===== config.mk =====
export PLATFORM = sky130hd
export DESIGN_NAME = srrt_search
export DESIGN_NICKNAME = d
export VERILOG_FILES = /design/src/design/srrt_pkg.sv /design/src/design/srrt_search.sv
export SDC_FILE = /design/constraint.sdc
export NUM_CORES = 1
export LEC_CHECK = 0
export BUFFER_PORTS_ARGS = -buffer_cell sky130_fd_sc_hd__buf_2
export CORE_MARGIN = 1.5
export CORE_UTILIZATION = 45
export CTS_BUF_LIST = sky130_fd_sc_hd__clkbuf_2
export CTS_CLUSTER_DIAMETER = 120
export DETAILED_ROUTE_END_ITERATION = 7
export HOLD_SLACK_MARGIN = 0.06
export MAX_ROUTING_LAYER = met4
export PLACE_DENSITY = 0.73
export SLEW_MARGIN = 10
export SYNTH_ARGS = -nofsm -noshare
export SYNTH_HDL_FRONTEND = slang
export SYNTH_SLANG_ARGS = --single-unit

===== constraint.sdc =====
create_clock -name clk -period 7.8 [get_ports clk]
set_input_delay 1.17 -clock clk [delete_from_list [all_inputs] [get_ports clk]]
set_output_delay 1.17 -clock clk [all_outputs]
set_load 0.01 [all_outputs]

===== src/design/srrt_pkg.sv =====
`timescale 1ns / 1ps
package srrt_pkg;

	localparam int SAMPLE_W = 12;
	localparam int COUNT_W  = 32;

	localparam logic [SAMPLE_W-1:0] LEVEL_RESET = 12'd2048;

	// item codes carried in the mode field
	localparam logic MODE_STORE   = 1'b0;
	localparam logic MODE_TRIGGER = 1'b1;

	typedef enum logic [1:0] {
		SRCH_IDLE,
		SRCH_WALK,
		SRCH_DONE
	} srrt_state_t;

	// top level to search sequencer
	typedef struct packed {
		logic start;
		logic ack;
	} srrt_cmd_t;

	// search sequencer to top level
	typedef struct packed {
		logic idle;
		logic done;
		logic found;
	} srrt_stat_t;

endpackage


===== src/design/srrt_search.sv =====
`timescale 1ns / 1ps
module srrt_search #(
	parameter int STORE_DEPTH = 2048,
	parameter int HALF_SCREEN = 64,
	localparam int IDX_W  = $clog2(STORE_DEPTH),
	localparam int FILL_W = $clog2(STORE_DEPTH + 1)
) (
	input  logic                           clk,
	input  logic                           arst_n,
	input  srrt_pkg::srrt_cmd_t            cmd,
	input  logic [IDX_W-1:0]               wptr,
	input  logic [srrt_pkg::SAMPLE_W-1:0]  level,
	input  logic [FILL_W-1:0]              fill,
	output logic                           rd_en,
	output logic [IDX_W-1:0]               rd_addr,
	input  logic [srrt_pkg::SAMPLE_W-1:0]  rd_data,
	output srrt_pkg::srrt_stat_t           stat,
	output logic [IDX_W-1:0]               index
);
	import srrt_pkg::*;

	localparam int SPAN     = STORE_DEPTH / 2;
	localparam int CNT_W    = $clog2(SPAN + 2);
	localparam int HALF_MOD = HALF_SCREEN % STORE_DEPTH;

	srrt_state_t          state_q, state_d;
	logic [IDX_W-1:0]     addr_q;
	logic [CNT_W-1:0]     cnt_q;
	logic                 valid_s1;
	logic                 last_s1;
	logic [IDX_W-1:0]     addr_s1;
	logic [SAMPLE_W-1:0]  prev_q;
	logic [IDX_W-1:0]     prev_addr_q;
	logic                 have_prev_q;
	logic                 found_q;
	logic [IDX_W-1:0]     index_q;

	logic [IDX_W:0]       start_sum;
	logic [IDX_W-1:0]     start_idx;
	logic [IDX_W-1:0]     addr_dec;
	logic [SAMPLE_W-1:0]  cur_val;
	logic                 walking;
	logic                 hit;
	logic                 finish;

	// start = newest position stepped back by half a screen, wrapped
	always_comb begin
		start_sum = {1'b0, wptr} + (IDX_W+1)'(STORE_DEPTH - HALF_MOD);
		if (start_sum >= (IDX_W+1)'(STORE_DEPTH)) begin
			start_sum = start_sum - (IDX_W+1)'(STORE_DEPTH);
		end
		start_idx = start_sum[IDX_W-1:0];
	end

	assign addr_dec = (addr_q == '0) ? IDX_W'(STORE_DEPTH - 1) : addr_q - 1'b1;

	assign walking = (state_q == SRCH_WALK);
	assign rd_en   = walking && (cnt_q <= CNT_W'(SPAN));
	assign rd_addr = addr_q;

	// entries beyond the fill count have never been written and read as zero
	assign cur_val = (FILL_W'(addr_s1) < fill) ? rd_data : '0;
	assign hit     = walking && valid_s1 && have_prev_q && (prev_q >= level) && (cur_val < level);
	assign finish  = walking && valid_s1 && (hit || last_s1);

	always_comb begin
		state_d = state_q;
		case (state_q)
			SRCH_IDLE: begin
				if (cmd.start) begin
					state_d = SRCH_WALK;
				end
			end
			SRCH_WALK: begin
				if (finish) begin
					state_d = SRCH_DONE;
				end
			end
			SRCH_DONE: begin
				if (cmd.ack) begin
					state_d = SRCH_IDLE;
				end
			end
			default: state_d = SRCH_IDLE;
		endcase
	end

	always_ff @(posedge clk or negedge arst_n) begin
		if (!arst_n) begin
			state_q     <= SRCH_IDLE;
			valid_s1    <= 1'b0;
			have_prev_q <= 1'b0;
		end else begin
			state_q  <= state_d;
			valid_s1 <= rd_en;
			if (cmd.start) begin
				have_prev_q <= 1'b0;
			end else if (walking && valid_s1) begin
				have_prev_q <= 1'b1;
			end
		end
	end

	always_ff @(posedge clk) begin
		addr_s1 <= addr_q;
		last_s1 <= (cnt_q == CNT_W'(SPAN));
		if (cmd.start) begin
			addr_q  <= start_idx;
			cnt_q   <= '0;
			index_q <= start_idx;
			found_q <= 1'b0;
		end else begin
			if (rd_en) begin
				addr_q <= addr_dec;
				cnt_q  <= cnt_q + 1'b1;
			end
			if (hit) begin
				index_q <= prev_addr_q;
				found_q <= 1'b1;
			end
		end
		if (walking && valid_s1) begin
			prev_q      <= cur_val;
			prev_addr_q <= addr_s1;
		end
	end

	assign stat.idle  = (state_q == SRCH_IDLE);
	assign stat.done  = (state_q == SRCH_DONE);
	assign stat.found = found_q;
	assign index      = index_q;

endmodule


==> flow_metrics.py, run 1 <==
metrics = {
    "detailed_routing": {
        "ant_nets": 0,
        "routedWlPerCell_um": 14.0,
        "drt_iter0_drc": 111,
        "wl_um": 7400,
        "detail_route.first_pass.iterations": 4,
        "drc": 0,
        "via_per_inst": 5.14,
        "vias": 2710,
    },
    "global_route": {
        "grt_overflow": 0,
        "grt_pass1_wl_um": 11900,
        "grt_pass1_vias": 2591,
        "antenna_found_initial": 0,
        "grt_max_degree": 50,
        "grt_util_all_layers_pct": 18.4,
    },
    "cells_and_area": {
        "area_growth_pct": 15.3,
        "drive_gt1_share_pct": 22.8,
        "instances_no_fill": 527,
        "final_common_cell": "buf_2",
        "layout_common_cells": "76 x buf_2, 45 x edfxtp_1, 42 x inv_1",
        "fin_nets": 508,
        "diodes": 0,
    },
    "logic_synthesis": {
        "synth_edf_count": 45,
        "netlist_instances": 341,
        "ys_ff_latch": 73,
        "ys.flop_type": "edfxtp_1",
        "synth_top_area_share_pct": 36.5,
        "netlist_area_um2": 3700,
        "synth_cell_types": 50,
        "synth.yosys.seq_area_share_pct": 52.3,
        "postSynthAreaPerCell_um2": 10.8,
        "ys_warn_count": 0,
        "yosysTopAreaCell": "edfxtp_1",
        "syn_nets": 429,
        "ys_top_cells_by_area": "edfxtp_1 37%, dfxtp_1 13%, ha_1 13%",
        "synthArstFlopShare_pct": 5.48,
    },
    "clocking": {
        "hold_buffers": 0,
        "cts_setup_buffers": 0,
        "cts_max_level": 3,
        "cts_tree": "built",
        "cts.sinks": 73,
        "clock_latency_ns": 0.53,
        "cts_root_buffer": "clkbuf_2",
        "clk_path_buf_depth": 2,
        "cts-resized-gates": 0,
        "numCtsBuffers": 9,
        "clk_pin_slew_ns": 0.20,
    },
    "floorplanning": {
        "core_um2": 7850,
        "die_h_um": 93.6,
        "start_util_pct": 47.1,
        "fp.dieW_um": 93.6,
        "die_area_um2": 8770,
        "ios": 77,
        "rows": 32,
    },
    "timing": {
        "max_slew.worst_pin.slew_ns": 1.15,
        "relSlewSlack_pct": 22.9,
        "fin_skew_ns": 0.0446,
        "max_freq_ghz": 0.211,
        "min_period_over_period_pct": 60.7,
        "slew_violations": 0,
        "tns_ns": 0,
        "final_hold_viol_count": 0,
        "setup_viol": 0,
        "finalCriticalPeriod_ns": 4.73,
        "rsz0062_at_grt": "no",
    },
    "setup_path": {
        "crit_slowest_cell": "o21bai_1",
        "cp_top_family": "compound AO/OA/AOI/OAI gates",
        "cp-startpoint": "fill[2]",
        "worstReg2RegEnd": "index[5]",
        "arrival_ns": 4.89,
        "critPathCaptureType": "flop",
        "rr_startpoint": "addr_s1[2]",
        "reg2reg_setup_slack_ns": 3.48,
        "critPathKind": "in2reg",
        "cp_num_cells": 14,
        "crit_buf_inv": 2,
        "cp-start-kind": "input pin",
        "worst-r2r-cell-count": 12,
        "slowest_delay_ns": 0.94,
        "path_max_fanout": 13,
        "critPathRequiredTime_ns": 7.96,
        "path_cells": "buf_2, inv_1, ha_1, a21oi_1, o21ai_0, a41o_1, a21oi_1, and2_1, ha_1, a21o_1, a21o_1, a22oi_1, o211ai_1, o21bai_1",
    },
    "placement": {
        "post-place-cells": 511,
        "numPortBuffers": 76,
        "finalWeightedCongestion": 0.826,
        "dpl.hpwl_um": 5540,
    },
    "power": {
        "peakVddDrop_mv": 0.120,
        "p_leak_nw": 1.92,
        "p_per_area_nw_per_um2": 288,
    },
    "run": {
        "drv_cap": 0,
    },
    "outcome": {
        "status": "complete, no violations",
    },
    "hold_path": {
        "hp-class": "in2async",
    },
}
power by group:
group,leakage [nW],switching [mW],internal [mW]
logic,1.17,0.221,0.162
clock network,0.0557,0.139,0.0412
registers,0.700,0.0792,0.585
per-stage QoR:
step / instance area, µm² / hold slack (ns) / setup slack (ns) / util (%) / power [mW]
floorplan: 3700 / 0.409 / 3.46 / - / 0.917
global placement: 4170 / 0.420 / 2.60 / 53.1 / 1.04
detailed placement: 4170 / 0.423 / 2.54 / 53.1 / 1.06
CTS: 4260 / 0.399 / 3.06 / 54.3 / 1.23
global route: 4260 / 0.386 / 2.77 / 54.3 / 1.32
finish: 4260 / 0.417 / 3.07 / 54.3 / 1.23
per-layer routing:
metal / GRT usage (%) / routed length, µm / vias to the layer above
met5: - / 0 / -
met4: 7.09 / 129 / 0
met3: 2.76 / 337 / 12
met2: 29.1 / 3460 / 67
met1: 23.8 / 3480 / 1264
li1: - / - / 1367
flip-flops by register name (all words and copies together), names as in the netlist, 2 cells and up:
register,count
state_q,2
prev_addr_q,11
rd_addr,11
addr_s1,11
cnt_q,11
prev_q,12
index,11
area by class of cell:
class / instances / area (µm²)
clock buffers: 9 / 45.0
clock inverters: 7 / 46.3
multi-input cells: 217 / 1570
inverters: 42 / 158
flip-flops and latches: 73 / 1930
well taps: 102 / 128
repair buffers: 77 / 388
fillers: 737 / 3590
Yosys cell counts, drive strengths merged (5+ instances only):
library cell  count
xnor2             7
o21ai            16
buf               5
nor2             23
edfxtp           45
and2             13
ha               37
a21oi            13
xor2              9
inv              42
dfxtp            24
nand2            22
o21a              8
nand4             5
nor3              7
how the worst max path moves through the flow:
stage	endpoint	slack (ns)
after global routing	index[5]	2.77
after global placement	index[0]	2.60
final	index[5]	3.07
after CTS	index[5]	3.06
after detailed placement	index[0]	2.54
after floorplan	index[0]	3.46
logic make-up after synthesis:
family,count (synthesis),synth area share (%)
simple gates,97,13.6
flops,73,52.3
compound gates,63,11.2
buf+inv,51,5.41
fa+ha+maj,37,12.5
xor+xnor,16,3.79
mux,4,1.15
Note: power is estimated with default switching activity, not from simulation.
==> inputs of run 2 (changes only) <==
PLACE_DENSITY = 0.75   (was 0.73)
clock period = 4.25 ns   (was 7.8 ns; I/O delays follow)
==> flow_metrics.py, run 2 (synthesized netlist as in run 1, its figures left out) <==
metrics = {
    "outcome": {
        "status": "complete, no violations",
    },
    "clocking": {
        "cts-resized-gates": 0,
        "clock_latency_ns": 0.51,
        "cts_setup_buffers": 0,
        "clk_pin_slew_ns": 0.22,
        "cts_root_buffer": "clkbuf_2",
        "clk_path_buf_depth": 2,
        "cts_max_level": 3,
        "cts_tree": "built",
        "cts.sinks": 73,
        "numCtsBuffers": 9,
    },
    "detailed_routing": {
        "detail_route.first_pass.iterations": 6,
        "drc": 0,
        "routedWlPerCell_um": 14.2,
        "vias": 2713,
        "drt_iter0_drc": 65,
        "ant_nets": 0,
        "via_per_inst": 5.13,
        "wl_um": 7510,
    },
    "global_route": {
        "grt_pass1_wl_um": 12100,
        "antenna_found_initial": 0,
        "grt_overflow": 0,
        "grt_max_degree": 50,
        "grt_pass1_vias": 2660,
        "grt_util_all_layers_pct": 18.6,
    },
    "setup_path": {
        "slowest_delay_ns": 0.87,
        "crit_slowest_cell": "o21bai_1",
        "critPathKind": "reg2reg",
        "path_cells": "ha_1, a21oi_1, o21ai_0, a41o_1, a21oi_1, buf_4, and2_1, ha_1, a21o_1, a21o_1, a22oi_1, o211ai_1, o21bai_1",
        "arrival_ns": 3.88,
        "path_max_fanout": 13,
        "critPathRequiredTime_ns": 4.37,
        "cp-start-kind": "flop",
        "critPathCaptureType": "flop",
    },
    "cells_and_area": {
        "largest_reg_flops": 12,
        "top_register": "prev_q",
        "layout_common_cells": "76 x buf_2, 45 x edfxtp_1, 42 x inv_1",
        "fill_cells": 711,
        "final_common_cell": "buf_2",
        "area_growth_pct": 16.3,
        "drive_gt1_share_pct": 23.0,
        "fin_nets": 511,
        "diodes": 0,
    },
    "floorplanning": {
        "fp.dieW_um": 93.6,
        "core_um2": 7850,
        "ios": 77,
        "die_area_um2": 8770,
        "die_h_um": 93.6,
        "start_util_pct": 47.1,
        "rows": 32,
    },
    "run": {
        "drv_cap": 0,
    },
    "placement": {
        "numPortBuffers": 76,
        "dpl.hpwl_um": 5710,
        "finalWeightedCongestion": 0.817,
    },
    "power": {
        "peakVddDrop_mv": 0.280,
        "p_leak_nw": 1.95,
        "p_per_area_nw_per_um2": 537,
        "power_mw": 2.31,
    },
    "timing": {
        "finalCriticalPeriod_ns": 3.75,
        "slew_violations": 0,
        "fin_skew_ns": 0.0326,
        "final_hold_viol_count": 0,
        "setup_viol": 0,
        "min_period_over_period_pct": 88.3,
        "relSlewSlack_pct": 28.5,
        "max_freq_ghz": 0.266,
        "max_slew.worst_pin.slew_ns": 1.07,
        "rsz0062_at_grt": "no",
        "tns_ns": 0,
    },
    "hold_path": {
        "hp-class": "in2async",
    },
}
-- run 2: changes by cell type in the layout (fill, tap and decap cells not counted), sizes merged --
cell / previous run / this run
buf: 77 / 79
bufinv: 0 / 1
dlygate4sd3: 0 / 1
clkinvlp: 2 / 1
inv: 43 / 42
-- run 2: cell type report --
| class | count | area (µm²) | share of cell area (%) |
|---|---|---|---|
| Inverter | 42 | 158 | 3.67 |
| Tap cell | 102 | 128 | 2.97 |
| Clock inverter | 6 | 60.1 | 1.40 |
| Multi-Input combinational cell | 217 | 1570 | 36.4 |
| Timing Repair Buffer | 80 | 413 | 9.60 |
| Sequential cell | 73 | 1930 | 44.9 |
| Clock buffer | 9 | 45.0 | 1.05 |
-- run 2: repair_timing --
item / CTS / global route
endpoints found under the setup margin: 0 / 0
hold buffers: 1 / 0
hold endpoints to repair: 4 / 0
-- run 2: report_power, final --
| group | internal (mW) | switching, mW | total (mW) |
|---|---|---|---|
| logic | 0.314 | 0.415 | 0.728 |
| registers | 1.07 | 0.140 | 1.21 |
| clock network | 0.130 | 0.240 | 0.370 |
| total | 1.51 | 0.795 | 2.31 |
-- run 2: through the flow --
| step | cells | hold slack, ns | util, % | cell area (µm²) | setup WS, ns |
|---|---|---|---|---|---|
| 2_1_floorplan | 341 | 0.342 | - | 3700 | 0.447 |
| 3_3_place_gp | 513 | 0.417 | 53.3 | 4190 | 0.0752 |
| 3_5_place_dp | 513 | 0.420 | 53.3 | 4190 | 0.0125 |
| 4_1_cts | 529 | 0.409 | 54.8 | 4300 | 0.431 |
| 5_1_grt | 529 | 0.413 | 54.8 | 4300 | 0.149 |
| 6_report | 529 | 0.419 | 54.8 | 4300 | 0.497 |
-- run 2: metal layers --
| layer | wire length, µm | vias to the layer above | track usage, % |
|---|---|---|---|
| met5 | 0 | - | - |
| met4 | 125 | 0 | 7.84 |
| met3 | 314 | 11 | 3.09 |
| met2 | 3690 | 61 | 29.8 |
| met1 | 3380 | 1265 | 23.3 |
| li1 | - | 1376 | - |
-- run 2: final timing paths --
kind | slack, ns | from | depth (start not counted) | endpoint
min in group clk | 0.42 | rd_data[10] | 2 | prev_q[10]
hold reg to reg | 0.45 | addr_s1[4] | 0 | prev_addr_q[4]
max in group asynchronous | 3.68 | arst_n | 2 | state_q[0]
setup / recovery | 0.50 | addr_s1[2] | 13 | index[4]
hold / removal | 0.42 | arst_n | 2 | have_prev_q
setup reg to reg | 0.50 | addr_s1[2] | 13 | index[4]
-- run 2: worst max-delay path, delay by kind of cell (launching register included) --
kind	cells	cell delay, ns
simple gates	1	0.16
fa+ha+maj	2	0.52
buf+inv	1	0.19
flops	1	0.36
compound gates	9	2.15
